## config.mk

```make
export PLATFORM = sky130hd
export DESIGN_NAME = cfe_queue
export DESIGN_NICKNAME = d
export VERILOG_FILES = /design/src/rtl/core/cfe_queue.sv
export SDC_FILE = /design/constraint.sdc
export NUM_CORES = 1
export LEC_CHECK = 0
export ABC_AREA = 0
export BUFFER_PORTS_ARGS = -buffer_cell sky130_fd_sc_hd__buf_2
export CAP_MARGIN = 20
export CORE_ASPECT_RATIO = 0.6
export CORE_MARGIN = 2
export CORE_UTILIZATION = 46
export DETAILED_ROUTE_END_ITERATION = 6
export GPL_TIMING_DRIVEN = 1
export PLACE_DENSITY_LB_ADDON = 0.12
export SETUP_SLACK_MARGIN = 0.15
export SYNTH_ARGS = -nofsm -noshare
export SYNTH_HDL_FRONTEND = slang
export SYNTH_SLANG_ARGS = --single-unit
export TNS_END_PERCENT = 50
```

## constraint.sdc

```tcl
create_clock -name clk -period 2.08 [get_ports clk]
set_input_delay 0.208 -clock clk [delete_from_list [all_inputs] [get_ports clk]]
set_output_delay 0.208 -clock clk [all_outputs]
set_load 0.03 [all_outputs]
```

## src/rtl/core/cfe_queue.sv

```systemverilog
// ----------------------------------------------------------------------------
// cfe_queue
// Two-entry queue between the front end and the back end.
// ----------------------------------------------------------------------------
module cfe_queue #(
	parameter int WIDTH = 30
) (
	input  logic             clk,
	input  logic             arst_n,
	input  logic             push_valid,
	output logic             push_ready,
	input  logic [WIDTH-1:0] push_data,
	output logic             pop_valid,
	input  logic             pop_ready,
	output logic [WIDTH-1:0] pop_data
);

	logic [WIDTH-1:0] ent_q [2];
	logic             wptr_q, rptr_q;
	logic [1:0]       cnt_q;
	logic             do_push, do_pop;

	assign push_ready = (cnt_q != 2'd2);
	assign pop_valid  = (cnt_q != 2'd0);
	assign pop_data   = ent_q[rptr_q];
	assign do_push    = push_valid && push_ready;
	assign do_pop     = pop_valid && pop_ready;

	// Pointers and fill level.
	always_ff @(posedge clk or negedge arst_n) begin
		if (!arst_n) begin
			wptr_q <= 1'b0;
			rptr_q <= 1'b0;
			cnt_q  <= 2'd0;
		end else begin
			if (do_push) wptr_q <= !wptr_q;
			if (do_pop)  rptr_q <= !rptr_q;
			cnt_q <= cnt_q + 2'(do_push) - 2'(do_pop);
		end
	end

	// Entry storage.
	always_ff @(posedge clk) begin
		if (do_push) ent_q[wptr_q] <= push_data;
	end

endmodule

```

==> impl_metrics.tcl, run 1 <==
set metrics [dict create \
    chipHeight_microns 59.82 \
    detailedRoute.firstPassIterationCount 4 \
    drt-initial-drc-count 85 \
    tritoncts.num_buffers 9 \
    final_layout_size_suffix_gt1_share_pct 59.09 \
    io_pins 66 \
    synth.cell_area_sq_um 2389 \
    routabilityCongestion 0.6550 \
    finalMaxSlewViolations 0 \
    power.density_cell_area_nw_per_um2 1480 \
    final_period_minus_worst_setup_slack_ns 1.762 \
    setup_viol 0 \
    maxClockFrequency_mhz 567.5 \
    die_width_microns 97.03 \
    syn_avg_cell_area_sq_um 20.77 \
    worst-endpoint-required_ns 1.87 \
    cts_tree "built" \
    globalRouteOverflowTotal 0 \
    critPathBufInv 2 \
    critical_path.startpoint "rptr_q" \
    final_skew_ns 0.004211 \
    numClockSinks 64 \
    arrival_ns 1.55 \
    cpLargestDelayFamily "buffers and inverters" \
    synthesis.nets 150 \
    crit_path_max_incr_delay_ns 0.39 \
    critPathLaunchType "flip-flop" \
    setup.worst_path.end_class "primary output" \
    vias 1269 \
    placed_cells_incl_taps 247 \
    remaining_drc_errors 0 \
    dp_hpwl_microns 2618 \
    power.ir.vdd_worst_mv 0.7918 \
    synth.top_cell.area_share_pct 75.43 \
    groute.usage.overall_pct 14.25 \
    quantity_of_i_o_buffers_inserted_on_ports 65 \
    clk_latency_ns 0.33 \
    totalNegativeSetupSlack_ns 0 \
    yosysUniqueCellTypes 17 \
    worst_r2r_start "cnt_q[0]" \
    worst-setup-path-type "reg -> out" \
    route.detailed.vias_per_inst 4.807 \
    clock_pin_slew_on_the_worst_setup_and_hold_paths_ns 0.06 \
    power.leakage_nw 1.140 \
    synth.top_cells.by_area "edfxtp_1, mux2_2, dfrtp_1" \
    final-instance-count-excl-fill 264 \
    unrepaired_setup_endpoints_after_global_routing "false" \
    totalWireLength_microns 3995 \
    hold-worst-slack_ns 0.06357 \
    hold_path_startpoint "push_data[1]" \
    grt_antenna_before_repair 0 \
    crit_path_top_delay_cell "mux2_2" \
    max_slew.worst_pin.slew_ns 0.4221 \
    rows 20 \
    yosys_register_bits 64 \
    run_status "finished clean" \
    die_area_sq_um 5804 \
    area_grow_syn2layout_pct 24.88 \
    min_path_type "in -> reg" \
    yosysSeqAreaShare_pct 79.62 \
    syn_inst 115 \
    fin_crit_sh_pct 84.72 \
    timing.critical_path.fanout_max 23 \
    floorplan.core_area_sq_um 5030 \
    ant_nets 0 \
    grt_first_pass_wirelength_microns 5871 \
    clock_tree.buffer_depth 2 \
    synth.yosys.warnings 0 \
    cp_cell_sequence "buf_4, mux2_2, buf_2" \
    cts_root_buffer "clkbuf_8" \
    grt_start_max_net_pins 31 \
    timing.slew.headroom_pct 71.86 \
    nets_final 228 \
    average_detailed_routed_wire_length_per_instance_microns 15.13 \
    grt_pass1_vias 1240 \
    final-hold-violation-count 0 \
    antenna_cells_inserted 0 \
    synth_largest_area_cell "edfxtp_1" \
    cts_max_level 3 \
    maxCapViolations 0 \
    floorplan.initialDensity_pct 47.49 \
]
[timing repair]
action / 4_1_cts / 5_1_grt
hold buffers: 1 / 0
buffers inserted: 0 / 0
hold endpoints to repair: 4 / 0
resized for setup: 0 / 0
[area by class of cell]
class | count | area (sq um)
clock buffer | 10 | 127.6
timing repair buffer | 70 | 365.4
clock inverter | 6 | 26.28
sequential | 64 | 1902
tap | 66 | 82.58
multi-input combinational | 48 | 479.2
fill | 390 | 2047
[worst paths after layout]
kind,endpoint,slack (ns),cells past startpoint
setup reg to reg,ent_q[0][17],0.54,4
hold / removal,ent_q[0][1],0.06,1
setup / recovery,pop_data[3],0.32,3
hold reg to reg,wptr_q,0.55,1
min in group asynchronous,cnt_q[1],0.22,2
max in group asynchronous,cnt_q[0],1.74,2
[flip-flops by register name, summed over array words and instances (netlist names)]
register,flops
cnt_q,2
ent_q,60
rptr_q,1
wptr_q,1
[Yosys cell counts]
library cell	instances
edfxtp_1	60
mux2_2	30
dfrtp_1	4
buf_2	3
nor2_1	3
xnor2_1	3
nand2_1	2
a311oi_2	1
and2b_2	1
and3_2	1
and4bb_1	1
ha_1	1
nand2b_1	1
nand3_1	1
o21ai_0	1
o21ba_2	1
or2_2	1
[through the flow]
stage / instance area, sq um / util, % / total power [mW] / setup slack (ns)
floorplan: 2396 / - / 3.141 / 0.2872
CTS: 2983 / 59.30 / 4.471 / 0.2896
global placement: 2819 / 56.04 / 3.580 / 0.5922
finish: 2983 / 59.30 / 4.415 / 0.3178
global route: 2983 / 59.30 / 4.634 / 0.2224
detailed placement: 2819 / 56.04 / 3.622 / 0.5432
[worst register-to-register path, cell delays in order, from the launching register on]
cell	delay [ns]
dfrtp_1	0.43
nand2b_1	0.17
nand2_1	0.12
nor2_4	0.09
buf_4	0.37
[logic make-up after synthesis]
family,synth area share (%)
flops,79.62
mux,14.14
simple gates,2.724
compound gates,1.257
xor+xnor,1.100
buf+inv,0.6284
fa+ha+maj,0.5238
[cell usage in the layout, fill, tap and decap left out]
cell and count:
or2_2 1, a311oi_2 1, clkbuf_8 9, ha_1 1, nand2b_1 1, and2b_2 1, and4bb_1 1, o21ai_0 1
buf_4 4, mux2_2 30, nand3_1 1, nor2_4 1, buf_2 65, clkbuf_1 1, clkinv_2 3, clkinv_1 3
xnor2_1 3, dlygate4sd3_1 1, edfxtp_1 60, o21ba_2 1, dfrtp_1 4, and3_2 1, nor2_1 2, nand2_1 2
[layer usage]
metal / share of wire [%] / track usage (%) / wire length (microns)
met1: 41 / 15.58 / 1631
met2: 50 / 24.11 / 2002
met4: 1.3 / 5.433 / 51
met5: 0 / 0 / 0
met3: 7.7 / 7.719 / 309
[where the power goes]
group / total, mW / switching, mW / internal, mW / leakage [nW]
sequential: 1.87 / 0.0969 / 1.77 / 0.605
clock: 0.838 / 0.425 / 0.413 / 0.0823
combinational: 1.71 / 1.09 / 0.616 / 0.452
Power figures use the tool's default switching activity.
==> inputs of run 2 (changes only) <==
CORE_UTILIZATION = 51   (was 46)
clock period = 1.7 ns   (was 2.08 ns; I/O delays follow)
==> run 2 against run 1 <==
Against the previous run: critical endpoint is now pop_data[2]; first-iteration DRC count decreased by 48%; combinational power rose by 77%; cell area grew 14%; setup slack got worse by 0.27 ns; wire length up 12%.
==> impl_metrics.tcl, run 2 (synthesis gave the netlist of run 1 again) <==
set metrics [dict create \
    final_cell_mix "edfxtp_1, buf_2, buf_6" \
    chipHeight_microns 57.01 \
    timing.critical_path.fanout_max 8 \
    cts_tree "built" \
    crit_path_max_incr_delay_ns 0.40 \
    worst_setup_path_endpoint "pop_data[2]" \
    maxClockFrequency_mhz 605.6 \
    totalNegativeSetupSlack_ns 0 \
    final_period_minus_worst_setup_slack_ns 1.651 \
    maxCapViolations 0 \
    critical_path.startpoint "rptr_q" \
    max_slew.worst_pin.slew_ns 0.2520 \
    finalMaxSlewViolations 0 \
    r2r-end "cnt_q[1]" \
    r2r_slack_ns 0.31 \
    rows 19 \
    timing.slew.headroom_pct 83.20 \
    final_skew_ns 0.007188 \
    remaining_drc_errors 0 \
    floorplan.initialDensity_pct 52.60 \
    route.detailed.vias_per_inst 4.936 \
    floorplan.core_area_sq_um 4541 \
    critPathLaunchType "flip-flop" \
    fin_crit_sh_pct 97.13 \
    cpLargestDelayFamily "buffers and inverters" \
    largest_register_ff_count 60 \
    commonest_non_fill_non_tap_cell_in_the_layout "edfxtp_1" \
    critPathBufInv 3 \
    grt_antenna_before_repair 0 \
    detailedRoute.firstPassIterationCount 4 \
    vias 1308 \
    die_area_sq_um 5265 \
    crit_path_top_delay_cell "dfrtp_1" \
    area_grow_syn2layout_pct 42.74 \
    average_detailed_routed_wire_length_per_instance_microns 16.84 \
    nets_final 232 \
    worst_path_most_repeated_cell "buf_6" \
    clock_tree.buffer_depth 2 \
    totalPowerFinal_mw 6.679 \
    path_depth 4 \
    groute.usage.overall_pct 17.36 \
    setup_viol 0 \
    grt_pass1_vias 1394 \
    power.density_cell_area_nw_per_um2 1959 \
    die_width_microns 92.35 \
    min_path_type "in -> reg" \
    worst-endpoint-required_ns 1.53 \
    grt_first_pass_wirelength_microns 6534 \
    run_status "finished clean" \
    clk_latency_ns 0.33 \
    antenna_cells_inserted 0 \
    final_layout_size_suffix_gt1_share_pct 61.88 \
    ff2ff_path_depth 5 \
    io_pins 66 \
    unrepaired_setup_endpoints_after_global_routing "true" \
    final-hold-violation-count 0 \
    power.ir.vdd_worst_mv 1.120 \
    clock_pin_slew_on_the_worst_setup_and_hold_paths_ns 0.07 \
    cts_root_buffer "clkbuf_8" \
    drt-initial-drc-count 44 \
    routabilityCongestion 0.7202 \
    quantity_of_i_o_buffers_inserted_on_ports 65 \
    power.leakage_nw 1.355 \
    dp_hpwl_microns 2594 \
    worst-setup-path-type "reg -> out" \
    globalRouteOverflowTotal 0 \
    numClockSinks 64 \
    cts_max_level 3 \
    cp_cell_sequence "buf_6, clkbuf_16, mux2_4, buf_6" \
    worst_r2r_start "cnt_q[1]" \
    hold_path_depth 1 \
    reg.largest.list "ent_q x60, cnt_q x2" \
    totalWireLength_microns 4462 \
    ant_nets 0 \
    tritoncts.num_buffers 9 \
    setup.worst_path.end_class "primary output" \
    regMostFlops "ent_q" \
    grt_start_max_net_pins 31 \
    arrival_ns 1.48 \
]
## run 2: layout make-up
cell class / instances / area (sq um)
Clock buffer: 9 / 123.9
Clock inverter: 7 / 86.33
Fill cell: 277 / 1131
Multi-Input combinational cell: 48 / 554.3
Sequential cell: 64 / 1902
Tap cell: 63 / 78.83
Timing Repair Buffer: 74 / 664.4
## run 2: per-stage QoR
stage	cell area [sq um]	util, %	std cells	setup WS, ns	hold slack (ns)
final	3410	75.09	265	0.04871	0.02489
after detailed placement	2860	62.99	243	0.3301	-0.01702
after floorplan	2411	-	115	0.1253	-0.1256
after CTS	3176	69.94	263	0.04538	0.001630
after global routing	3410	75.09	265	0.007619	0.009708
after global placement	2860	62.99	243	0.4003	-0.01807
## run 2: worst register-to-register path, cell delays in order (launching register included)
cell	delay (ns)
dfrtp_1	0.45
and2b_2	0.24
o21ba_2	0.21
nor2_1	0.11
ha_1	0.17
xnor2_1	0.13
## run 2: layer usage
metal	global-route usage (%)	part of all wire (%)	wire length, microns	vias to the layer above
met5	0	0	0	-
met4	5.757	1.2	52	0
met3	8.983	5.8	259	8
met2	30.03	51	2256	40
met1	18.74	42	1893	646
li1	-	-	-	614
## run 2: how the worst min path moves through the flow
stage	startpoint	end	slack (ns)
after floorplan	arst_n	cnt_q[0]	-0.13
after global placement	arst_n	wptr_q	-0.02
after detailed placement	arst_n	wptr_q	-0.02
after CTS	push_data[15]	ent_q[0][15]	0.002
after global routing	push_data[14]	ent_q[1][14]	0.01
final	push_data[14]	ent_q[1][14]	0.02
## run 2: repair_timing
action                                 in CTS  in global routing
setup endpoints to repair                  30                 30
gates resized for setup                    22                 61
buffers inserted                            2                  0
hold buffers                                1                  0
endpoints found under the hold margin       4                  0
cloned                                      1                  2
## run 2: report_power, final
group / leakage (nW) / total [mW] / internal (mW) / switching, mW
Combinational: 0.642 / 3.03 / 1.49 / 1.54
Clock: 0.108 / 1.34 / 0.811 / 0.524
Sequential: 0.605 / 2.31 / 2.16 / 0.149
