**config.mk**
```make
export PLATFORM = sky130hd
export DESIGN_NAME = cfe_front
export DESIGN_NICKNAME = d
export VERILOG_FILES = /design/src/rtl/core/cfe_pkg.sv /design/src/rtl/core/cfe_front.sv
export SDC_FILE = /design/constraint.sdc
export NUM_CORES = 1
export LEC_CHECK = 0
export ABC_AREA = 0
export BUFFER_PORTS_ARGS = -buffer_cell sky130_fd_sc_hd__buf_2
export CAP_MARGIN = 20
export CORE_MARGIN = 4
export CORE_UTILIZATION = 40
export DETAILED_ROUTE_END_ITERATION = 12
export SYNTH_ARGS = -nofsm -noshare
export SYNTH_HDL_FRONTEND = slang
export SYNTH_SLANG_ARGS = --single-unit
```
**constraint.sdc**
```tcl
create_clock -name clk -period 7.6 [get_ports clk]
set_input_delay 0.38 -clock clk [delete_from_list [all_inputs] [get_ports clk]]
set_output_delay 0.38 -clock clk [all_outputs]
set_load 0.01 [all_outputs]
```
**src/rtl/core/cfe_pkg.sv**
```systemverilog
// ----------------------------------------------------------------------------
// cfe_pkg
// Shared types, codes and constants of the cuckoo filter engine.
// ----------------------------------------------------------------------------
package cfe_pkg;

	// Default geometry limits.
	localparam int LOG2_MAX_BUCKETS_DEF = 10;
	localparam int MAX_SLOTS_DEF        = 4;

	// Alternate bucket multiplier and fingerprint modulus.
	localparam logic [31:0] ALT_MUL = 32'h5bd1e995;
	localparam logic [8:0]  FP_MOD  = 9'd255;

	// Width of a multiplier product of a fingerprint and ALT_MUL.
	localparam int PROD_W = 40;

	// Register reset values.
	localparam logic [3:0] LOG2_RST  = 4'd10;
	localparam logic [2:0] SLOTS_RST = 3'd2;
	localparam logic [9:0] KICKS_RST = 10'd20;

	// Register indexes.
	localparam logic [1:0] CFG_LOG2  = 2'd0;
	localparam logic [1:0] CFG_SLOTS = 2'd1;
	localparam logic [1:0] CFG_KICKS = 2'd2;

	// Request codes.
	typedef enum logic [1:0] {
		REQ_INSERT = 2'd0,
		REQ_EXISTS = 2'd1,
		REQ_DELETE = 2'd2,
		REQ_COUNT  = 2'd3
	} req_t;

	// Effective configuration after saturation.
	typedef struct packed {
		logic [4:0] log2;
		logic [3:0] slots;
		logic [9:0] kicks;
	} cfg_t;

	// Status from the back end to the front end.
	typedef struct packed {
		logic clearing;
	} stat_t;

	typedef enum logic [1:0] {
		F_IDLE,
		F_FP,
		F_MUL,
		F_PUSH
	} front_state_t;

	typedef enum logic [3:0] {
		B_CLEAR,
		B_IDLE,
		B_RD,
		B_CHK,
		B_KSTART,
		B_KSWAP,
		B_KMUL,
		B_KALT,
		B_KRD,
		B_KCHK,
		B_RBSTART,
		B_RMUL,
		B_RALT,
		B_RRD,
		B_RSWAP,
		B_OUT
	} back_state_t;

endpackage

```
**src/rtl/core/cfe_front.sv**
```systemverilog
// ----------------------------------------------------------------------------
// cfe_front
// Accepts requests, forms the fingerprint and both candidate buckets.
// ----------------------------------------------------------------------------
module cfe_front #(
	parameter int LOG2_MAX_BUCKETS = cfe_pkg::LOG2_MAX_BUCKETS_DEF
) (
	input  logic                          clk,
	input  logic                          arst_n,
	input  logic                          in_valid,
	output logic                          in_ready,
	input  logic [1:0]                    req_type,
	input  logic [63:0]                   hash_value,
	input  logic [LOG2_MAX_BUCKETS-1:0]   mask,
	input  cfe_pkg::stat_t                stat,
	output logic                          push_valid,
	input  logic                          push_ready,
	output logic [10+2*LOG2_MAX_BUCKETS-1:0] push_data
);

	localparam int BW = LOG2_MAX_BUCKETS;

	cfe_pkg::front_state_t st_q, nxt;

	logic [1:0]                  req_q;
	logic [63:0]                 hash_q;
	logic [7:0]                  fp_q;
	logic [BW-1:0]               b0_q;
	logic [cfe_pkg::PROD_W-1:0]  prod_q;

	logic [10:0] bsum;
	logic [8:0]  fold;
	logic [7:0]  rem;
	logic [BW-1:0] b1;

	// Hash mod 255: sum of bytes, one fold, one conditional subtract.
	always_comb begin
		bsum = '0;
		for (int i = 0; i < 8; i++) begin
			bsum = bsum + 11'(hash_q[8*i +: 8]);
		end
		fold = 9'(bsum[7:0]) + 9'(bsum[10:8]);
		rem  = (fold >= cfe_pkg::FP_MOD) ? 8'(fold - cfe_pkg::FP_MOD) : fold[7:0];
	end

	assign b1        = (b0_q ^ prod_q[BW-1:0]) & mask;
	assign push_data = {req_q, fp_q, b0_q, b1};

	// State register.
	always_ff @(posedge clk or negedge arst_n) begin
		if (!arst_n) begin
			st_q <= cfe_pkg::F_IDLE;
		end else begin
			st_q <= nxt;
		end
	end

	// Next state and handshake outputs.
	always_comb begin
		nxt        = st_q;
		in_ready   = 1'b0;
		push_valid = 1'b0;
		case (st_q)
			cfe_pkg::F_IDLE: begin
				in_ready = !stat.clearing;
				if (in_valid && !stat.clearing) nxt = cfe_pkg::F_FP;
			end
			cfe_pkg::F_FP:  nxt = cfe_pkg::F_MUL;
			cfe_pkg::F_MUL: nxt = cfe_pkg::F_PUSH;
			cfe_pkg::F_PUSH: begin
				push_valid = 1'b1;
				if (push_ready) nxt = cfe_pkg::F_IDLE;
			end
			default: nxt = cfe_pkg::F_IDLE;
		endcase
	end

	// Item datapath.
	always_ff @(posedge clk) begin
		case (st_q)
			cfe_pkg::F_IDLE: begin
				req_q  <= req_type;
				hash_q <= hash_value;
			end
			cfe_pkg::F_FP: begin
				fp_q <= rem + 8'd1;
				b0_q <= hash_q[BW-1:0] & mask;
			end
			cfe_pkg::F_MUL: begin
				prod_q <= cfe_pkg::PROD_W'(fp_q) * cfe_pkg::PROD_W'(cfe_pkg::ALT_MUL);
			end
			default: ;
		endcase
	end

endmodule

```
==> results of run 1 <==
-- routing by layer --
layer  global-route usage  routed length [µm]  up-vias
met1                0.159                4670     1744
met5                    0                   0        -
met2                0.221                5460       88
met4               0.0484                 177        0
met3               0.0390                 594       14
li1                     -                   -     1759
-- kinds of logic (layout without fill, tap and decap cells) --
family / count (synthesis) / after routing / synth area share
buffers and inverters: 135 / 269 / 0.0835
and+or+nand+nor: 62 / 62 / 0.0643
xor gates and xnor gates: 36 / 36 / 0.0573
adders and majority gates: 97 / 97 / 0.267
DFF: 96 / 96 / 0.473
AOI/OAI and AO/OA: 42 / 42 / 0.0534
muxes: 1 / 1 / 0.00185
-- synthesized netlist by cell type, types with 2 or more instances --
| master | count | area [µm²] |
|---|---|---|
| a21o_1 | 4 | 30.0 |
| a211oi_1 | 2 | 15.0 |
| o21bai_1 | 3 | 22.5 |
| or3_1 | 3 | 18.8 |
| edfxtp_1 | 94 | 2820 |
| nand2b_1 | 2 | 12.5 |
| clkbuf_1 | 3 | 11.3 |
| fa_1 | 54 | 1080 |
| and2_1 | 20 | 125 |
| and3_1 | 3 | 18.8 |
| nand2_1 | 9 | 33.8 |
| xor2_1 | 18 | 158 |
| nor2_1 | 7 | 26.3 |
| xnor2_1 | 16 | 140 |
| a21oi_1 | 13 | 65.1 |
| inv_1 | 132 | 495 |
| nand3_1 | 5 | 25.0 |
| dfrtp_1 | 2 | 50.1 |
| o21ai_0 | 8 | 40.0 |
| ha_1 | 43 | 538 |
| nor2b_1 | 3 | 18.8 |
-- worst max-delay path by stage --
stage               startpoint  endpoint  slack, ps
floorplan            hash_q[3]   fp_q[4]        590
global placement     hash_q[3]   fp_q[4]        360
finish               hash_q[3]   fp_q[4]        400
detailed placement   hash_q[3]   fp_q[4]        110
CTS                  hash_q[3]   fp_q[4]         80
global route         hash_q[3]   fp_q[4]        -20
-- worst max-delay path, delay by kind of cell, from the launching register on --
| kind | cells | cell delay (ps) |
|---|---|---|
| muxes | 1 | 240 |
| and+or+nand+nor | 4 | 950 |
| buffers and inverters | 4 | 230 |
| adders and majority gates | 8 | 3400 |
| DFF | 1 | 360 |
| xor gates and xnor gates | 3 | 480 |
| AOI/OAI and AO/OA | 9 | 1250 |
-- stage by stage --
stage / worst slack [ps] / TNS (ps) / util / hold slack, ps
3_5_place_dp: 113 / 0 / 0.467 / 171
3_3_place_gp: 356 / 0 / 0.467 / 166
5_1_grt: -21.6 / -21.6 / 0.493 / 186
6_report: 401 / 0 / 0.493 / 201
2_1_floorplan: 592 / 0 / - / 84.4
4_1_cts: 82.8 / 0 / 0.487 / 184
-- cell usage in the layout (no fill, tap or decap), types with 3 or more instances in the layout --
| cell type | synthesis | layout |
|---|---|---|
| fa_1 | 54 | 54 |
| or3_1 | 3 | 3 |
| o21ai_0 | 8 | 8 |
| a21oi_1 | 13 | 12 |
| inv_1 | 132 | 132 |
| xnor2_1 | 16 | 15 |
| buf_4 | 0 | 9 |
| a21o_1 | 4 | 4 |
| and2_1 | 20 | 20 |
| clkbuf_16 | 0 | 9 |
| and3_1 | 3 | 3 |
| nor2b_1 | 3 | 3 |
| buf_2 | 0 | 112 |
| o21bai_1 | 3 | 3 |
| nand3_1 | 5 | 5 |
| nand2_1 | 9 | 9 |
| ha_1 | 43 | 41 |
| edfxtp_1 | 94 | 94 |
| nor2_1 | 7 | 7 |
| xor2_1 | 18 | 18 |
-- registers in the layout, summed over array words and instances, names as in the netlist --
| signal | count |
|---|---|
| b0_q | 10 |
| fp_q | 8 |
| hash_q | 64 |
| prod_q | 10 |
| req_q | 2 |
| st_q | 2 |
-- layout make-up --
type | instances | area share
clock buffer | 11 | 0.0321
clock inverter | 4 | 0.00639
inverter | 132 | 0.0684
multi-input combinational | 238 | 0.376
sequential | 96 | 0.397
tap | 184 | 0.0318
timing repair buffer | 122 | 0.0881
-- what timing repair did --
action                     4_1_cts  5_1_grt
hold buffers                     1        0
setup buffers                    0        8
setup endpoints to repair        0        3
hold endpoints to repair         2        0
resized for setup                0        4
==> flow_summary.toml, run 1 <==
[min_path]
holdPathStages = 1
hp-start = "hash_value[41]"
hold_class = "in2reg"
min_to = "hash_q[41]"

[setup_path]
arrival_ps = 7290
crit_fanout = 5
max_stage_delay_ps = 540
ff2ff_setup_slack_ps = 400
cp.required_ps = 7690
r2r_cells = 29
cpMostUsedCell = "fa_1"
rr_endpoint = "fp_q[4]"
cp_slowest_cell = "fa_1"
cp-end-kind = "register"
crit_path_start_kind = "register"
crit_type = "reg2reg"
r2r_start = "hash_q[3]"

[sta]
slew_viol_final = 0
worst_pin_slew_ps = 951
finalClockSkew_ps = 8.80
slew_headroom = 0.366
period_share = 0.947
fmax_mhz = 139
setup_viol = 0
finalHoldViolCount = 0
period_needed_ps = 7200

[synth]
synthCells = 469
syn_nets = 647
syn_avg_cell_area_um2 = 12.9
ys_ff_latch = 96
yosysWarningCount = 0
syn_area_mm2 = 0.00607
synth-edff-count = 94
yosysSeqAreaShare = 0.473
synthArstFlopShare = 0.0208
synth_cell_type_count = 46
ys.flop_type = "edfxtp_1"

[drt]
dr.first_iter.drc_count = 125
postRouteAntennaNets = 0
wirelength_mm = 10.9
drcViolationCount = 0
post_drt_via_cell_ratio = 4.58
vias = 3605
wl_per_cell_um = 13.8
dr.pass1.iters = 4

[grt]
overflow = 0
grt_pass1_wl_mm = 17.8
grt_start_max_net_pins = 69
antenna_found_initial = 0
gr-usage-all-layers = 0.131
grt_pass1_vias = 3819

[placed_design]
placedCellCount = 763
hpwlAfterDp_mm = 8.66
place_congestion = 0.803
io_buffers = 112
placed_area_mm2 = 0.00687

[die]
start_util = 0.413
fp-row-count = 44
die_h_um = 131
core-area_mm2 = 0.0147
io_pins = 113
die_w_um = 131
die-area_mm2 = 0.0172

[layout]
syn_to_final_growth_pct = 19.2
final_cells = 787
nets = 777
multi_input_area_mm2 = 0.00272
final_cell_area_mm2 = 0.00724
fillers = 1364
regArea_mm2 = 0.00287
drive_gt1_frac = 0.255
diodes = 0

[cts]
cts_tree = "yes"
cts_buffers = 9
cts.htree.levels = 3
clk_latency_ps = 350
cts.sink_count = 96
root_buffer = "clkbuf_16"
cts_buffer_depth = 2
clk_pin_slew_worst_paths_ps = 70

[job]
cap_violations = 0

[status]
outcome = "finished, final reports clean"
Power of run 1 is left out: the tool's default activity adds up to more than one toggle a clock period on the data nets, which glitch-free logic cannot reach.
==> inputs of run 2 (changes only) <==
--- a/config.mk
+++ b/config.mk
@@ -11,6 +11,7 @@
 export CORE_MARGIN = 4
 export CORE_UTILIZATION = 40
 export DETAILED_ROUTE_END_ITERATION = 12
+export REMOVE_ABC_BUFFERS = 1
 export SYNTH_ARGS = -nofsm -noshare
 export SYNTH_HDL_FRONTEND = slang
 export SYNTH_SLANG_ARGS = --single-unit
==> run 2 against run 1 <==
Via count is 2.2% lower; global-route usage is 0.25 points lower; register-to-register slack better by 70 ps; sequential share of layout area is 0.12 points lower; die area stayed put; critical path depth is 1 lower; setup slack better by 69 ps; design area is 0.29% higher; core utilization is 0.14 points higher; sequential cell count stayed put; critical endpoint unchanged; largest cell class unchanged; highest routed layer unchanged.
==> flow_summary.toml, run 2 (same netlist as run 1, synthesis figures left out) <==
[status]
outcome = "finished, final reports clean"

[min_path]
hp-start = "hash_value[5]"
min_to = "hash_q[5]"
hold_class = "in2reg"
holdPathStages = 1

[setup_path]
r2r_start = "hash_q[3]"
rr_endpoint = "fp_q[4]"
arrival_ps = 7230
cp_slowest_cell = "fa_1"
cp.required_ps = 7700
crit_type = "reg2reg"
crit_fanout = 5
crit_path_start_kind = "register"
max_stage_delay_ps = 540
cp-end-kind = "register"
ff2ff_setup_slack_ps = 470
r2r_cells = 28
cpMostUsedCell = "fa_1"

[cts]
root_buffer = "clkbuf_16"
cts_buffers = 9
cts.sink_count = 96
cts_buffer_depth = 2
clk_latency_ps = 340
cts.htree.levels = 3
clk_pin_slew_worst_paths_ps = 70
cts_tree = "yes"

[layout]
regMostFlops = "hash_q"
nets = 775
syn_to_final_growth_pct = 19.6
diodes = 0
final_common_cell = "inv_1"
drive_gt1_frac = 0.254
layout_common_cells = "inv_1, buf_2, edfxtp_1"
reg_top3 = "hash_q (64), b0_q (10), prod_q (10)"
largest_reg_flops = 64

[drt]
dr.first_iter.drc_count = 105
drcViolationCount = 0
wirelength_mm = 10.6
postRouteAntennaNets = 0
vias = 3526
wl_per_cell_um = 13.5
post_drt_via_cell_ratio = 4.49
dr.pass1.iters = 4

[die]
die_h_um = 131
start_util = 0.413
io_pins = 113
core-area_mm2 = 0.0147
die_w_um = 131
fp-row-count = 44
die-area_mm2 = 0.0172

[grt]
grt_pass1_wl_mm = 17.5
overflow = 0
antenna_found_initial = 0
grt_pass1_vias = 3748
gr-usage-all-layers = 0.128
grt_start_max_net_pins = 69

[sta]
slew_viol_final = 0
fmax_mhz = 140
finalHoldViolCount = 0
worst_pin_slew_ps = 922
period_share = 0.938
slew_headroom = 0.385
fin_setup_tns_ps = 0
finalClockSkew_ps = 8.09
setup_viol = 0
period_needed_ps = 7130
rsz0062_at_grt = "no"

[placed_design]
place_congestion = 0.804
io_buffers = 112
hpwlAfterDp_mm = 8.63

[job]
cap_violations = 0
==> run 2: final cells by class <==
type,instances,area [µm²]
Clock buffer,9,225
Clock inverter,7,92.6
Fill cell,1334,7440
Inverter,132,495
Multi-Input combinational cell,238,2720
Sequential cell,96,2870
Tap cell,184,230
Timing Repair Buffer,120,623
==> run 2: timing repair <==
item,CTS,global route
setup buffers,0,5
resized for setup,0,4
endpoints found under the setup margin,0,3
hold endpoints to repair,2,0
hold buffers,1,0
==> run 2: worst max-delay path: cells and delay by family, from the launching register on <==
kind | cells | cell delay [ps]
adder cells (fa/ha/maj) | 8 | 3400
AO/OA/AOI/OAI | 8 | 1120
flip-flops | 1 | 360
AND/OR/NAND/NOR | 5 | 1300
buffers and inverters | 4 | 240
XOR/XNOR | 2 | 220
multiplexers | 1 | 250
==> run 2: how the worst max path moves through the flow <==
stage | startpoint | cells past startpoint | end
after floorplan | hash_q[3] | 28 | fp_q[4]
after global placement | hash_q[3] | 28 | fp_q[4]
after detailed placement | hash_q[3] | 28 | fp_q[4]
after CTS | hash_q[3] | 28 | fp_q[4]
after global routing | hash_q[3] | 27 | fp_q[4]
final | hash_q[3] | 28 | fp_q[4]
==> run 2: layer usage <==
layer | part of all wire | global-route usage | up-vias
li1 | - | - | 1756
met1 | 0.43 | 0.160 | 1691
met2 | 0.51 | 0.218 | 69
met3 | 0.044 | 0.0298 | 10
met4 | 0.017 | 0.0508 | 0
met5 | 0 | 0 | -
==> run 2: through the flow <==
stage	hold slack [ps]	cell area (µm²)	utilization	instances	setup WS, ps
after global routing	187	7260	0.494	786	40.7
after global placement	168	6880	0.468	764	356
after CTS	188	7210	0.490	781	82.1
after detailed placement	172	6880	0.468	764	87.2
after floorplan	84.4	6060	-	466	593
final	206	7260	0.494	786	470
Power of run 2 is left out for the same reason.
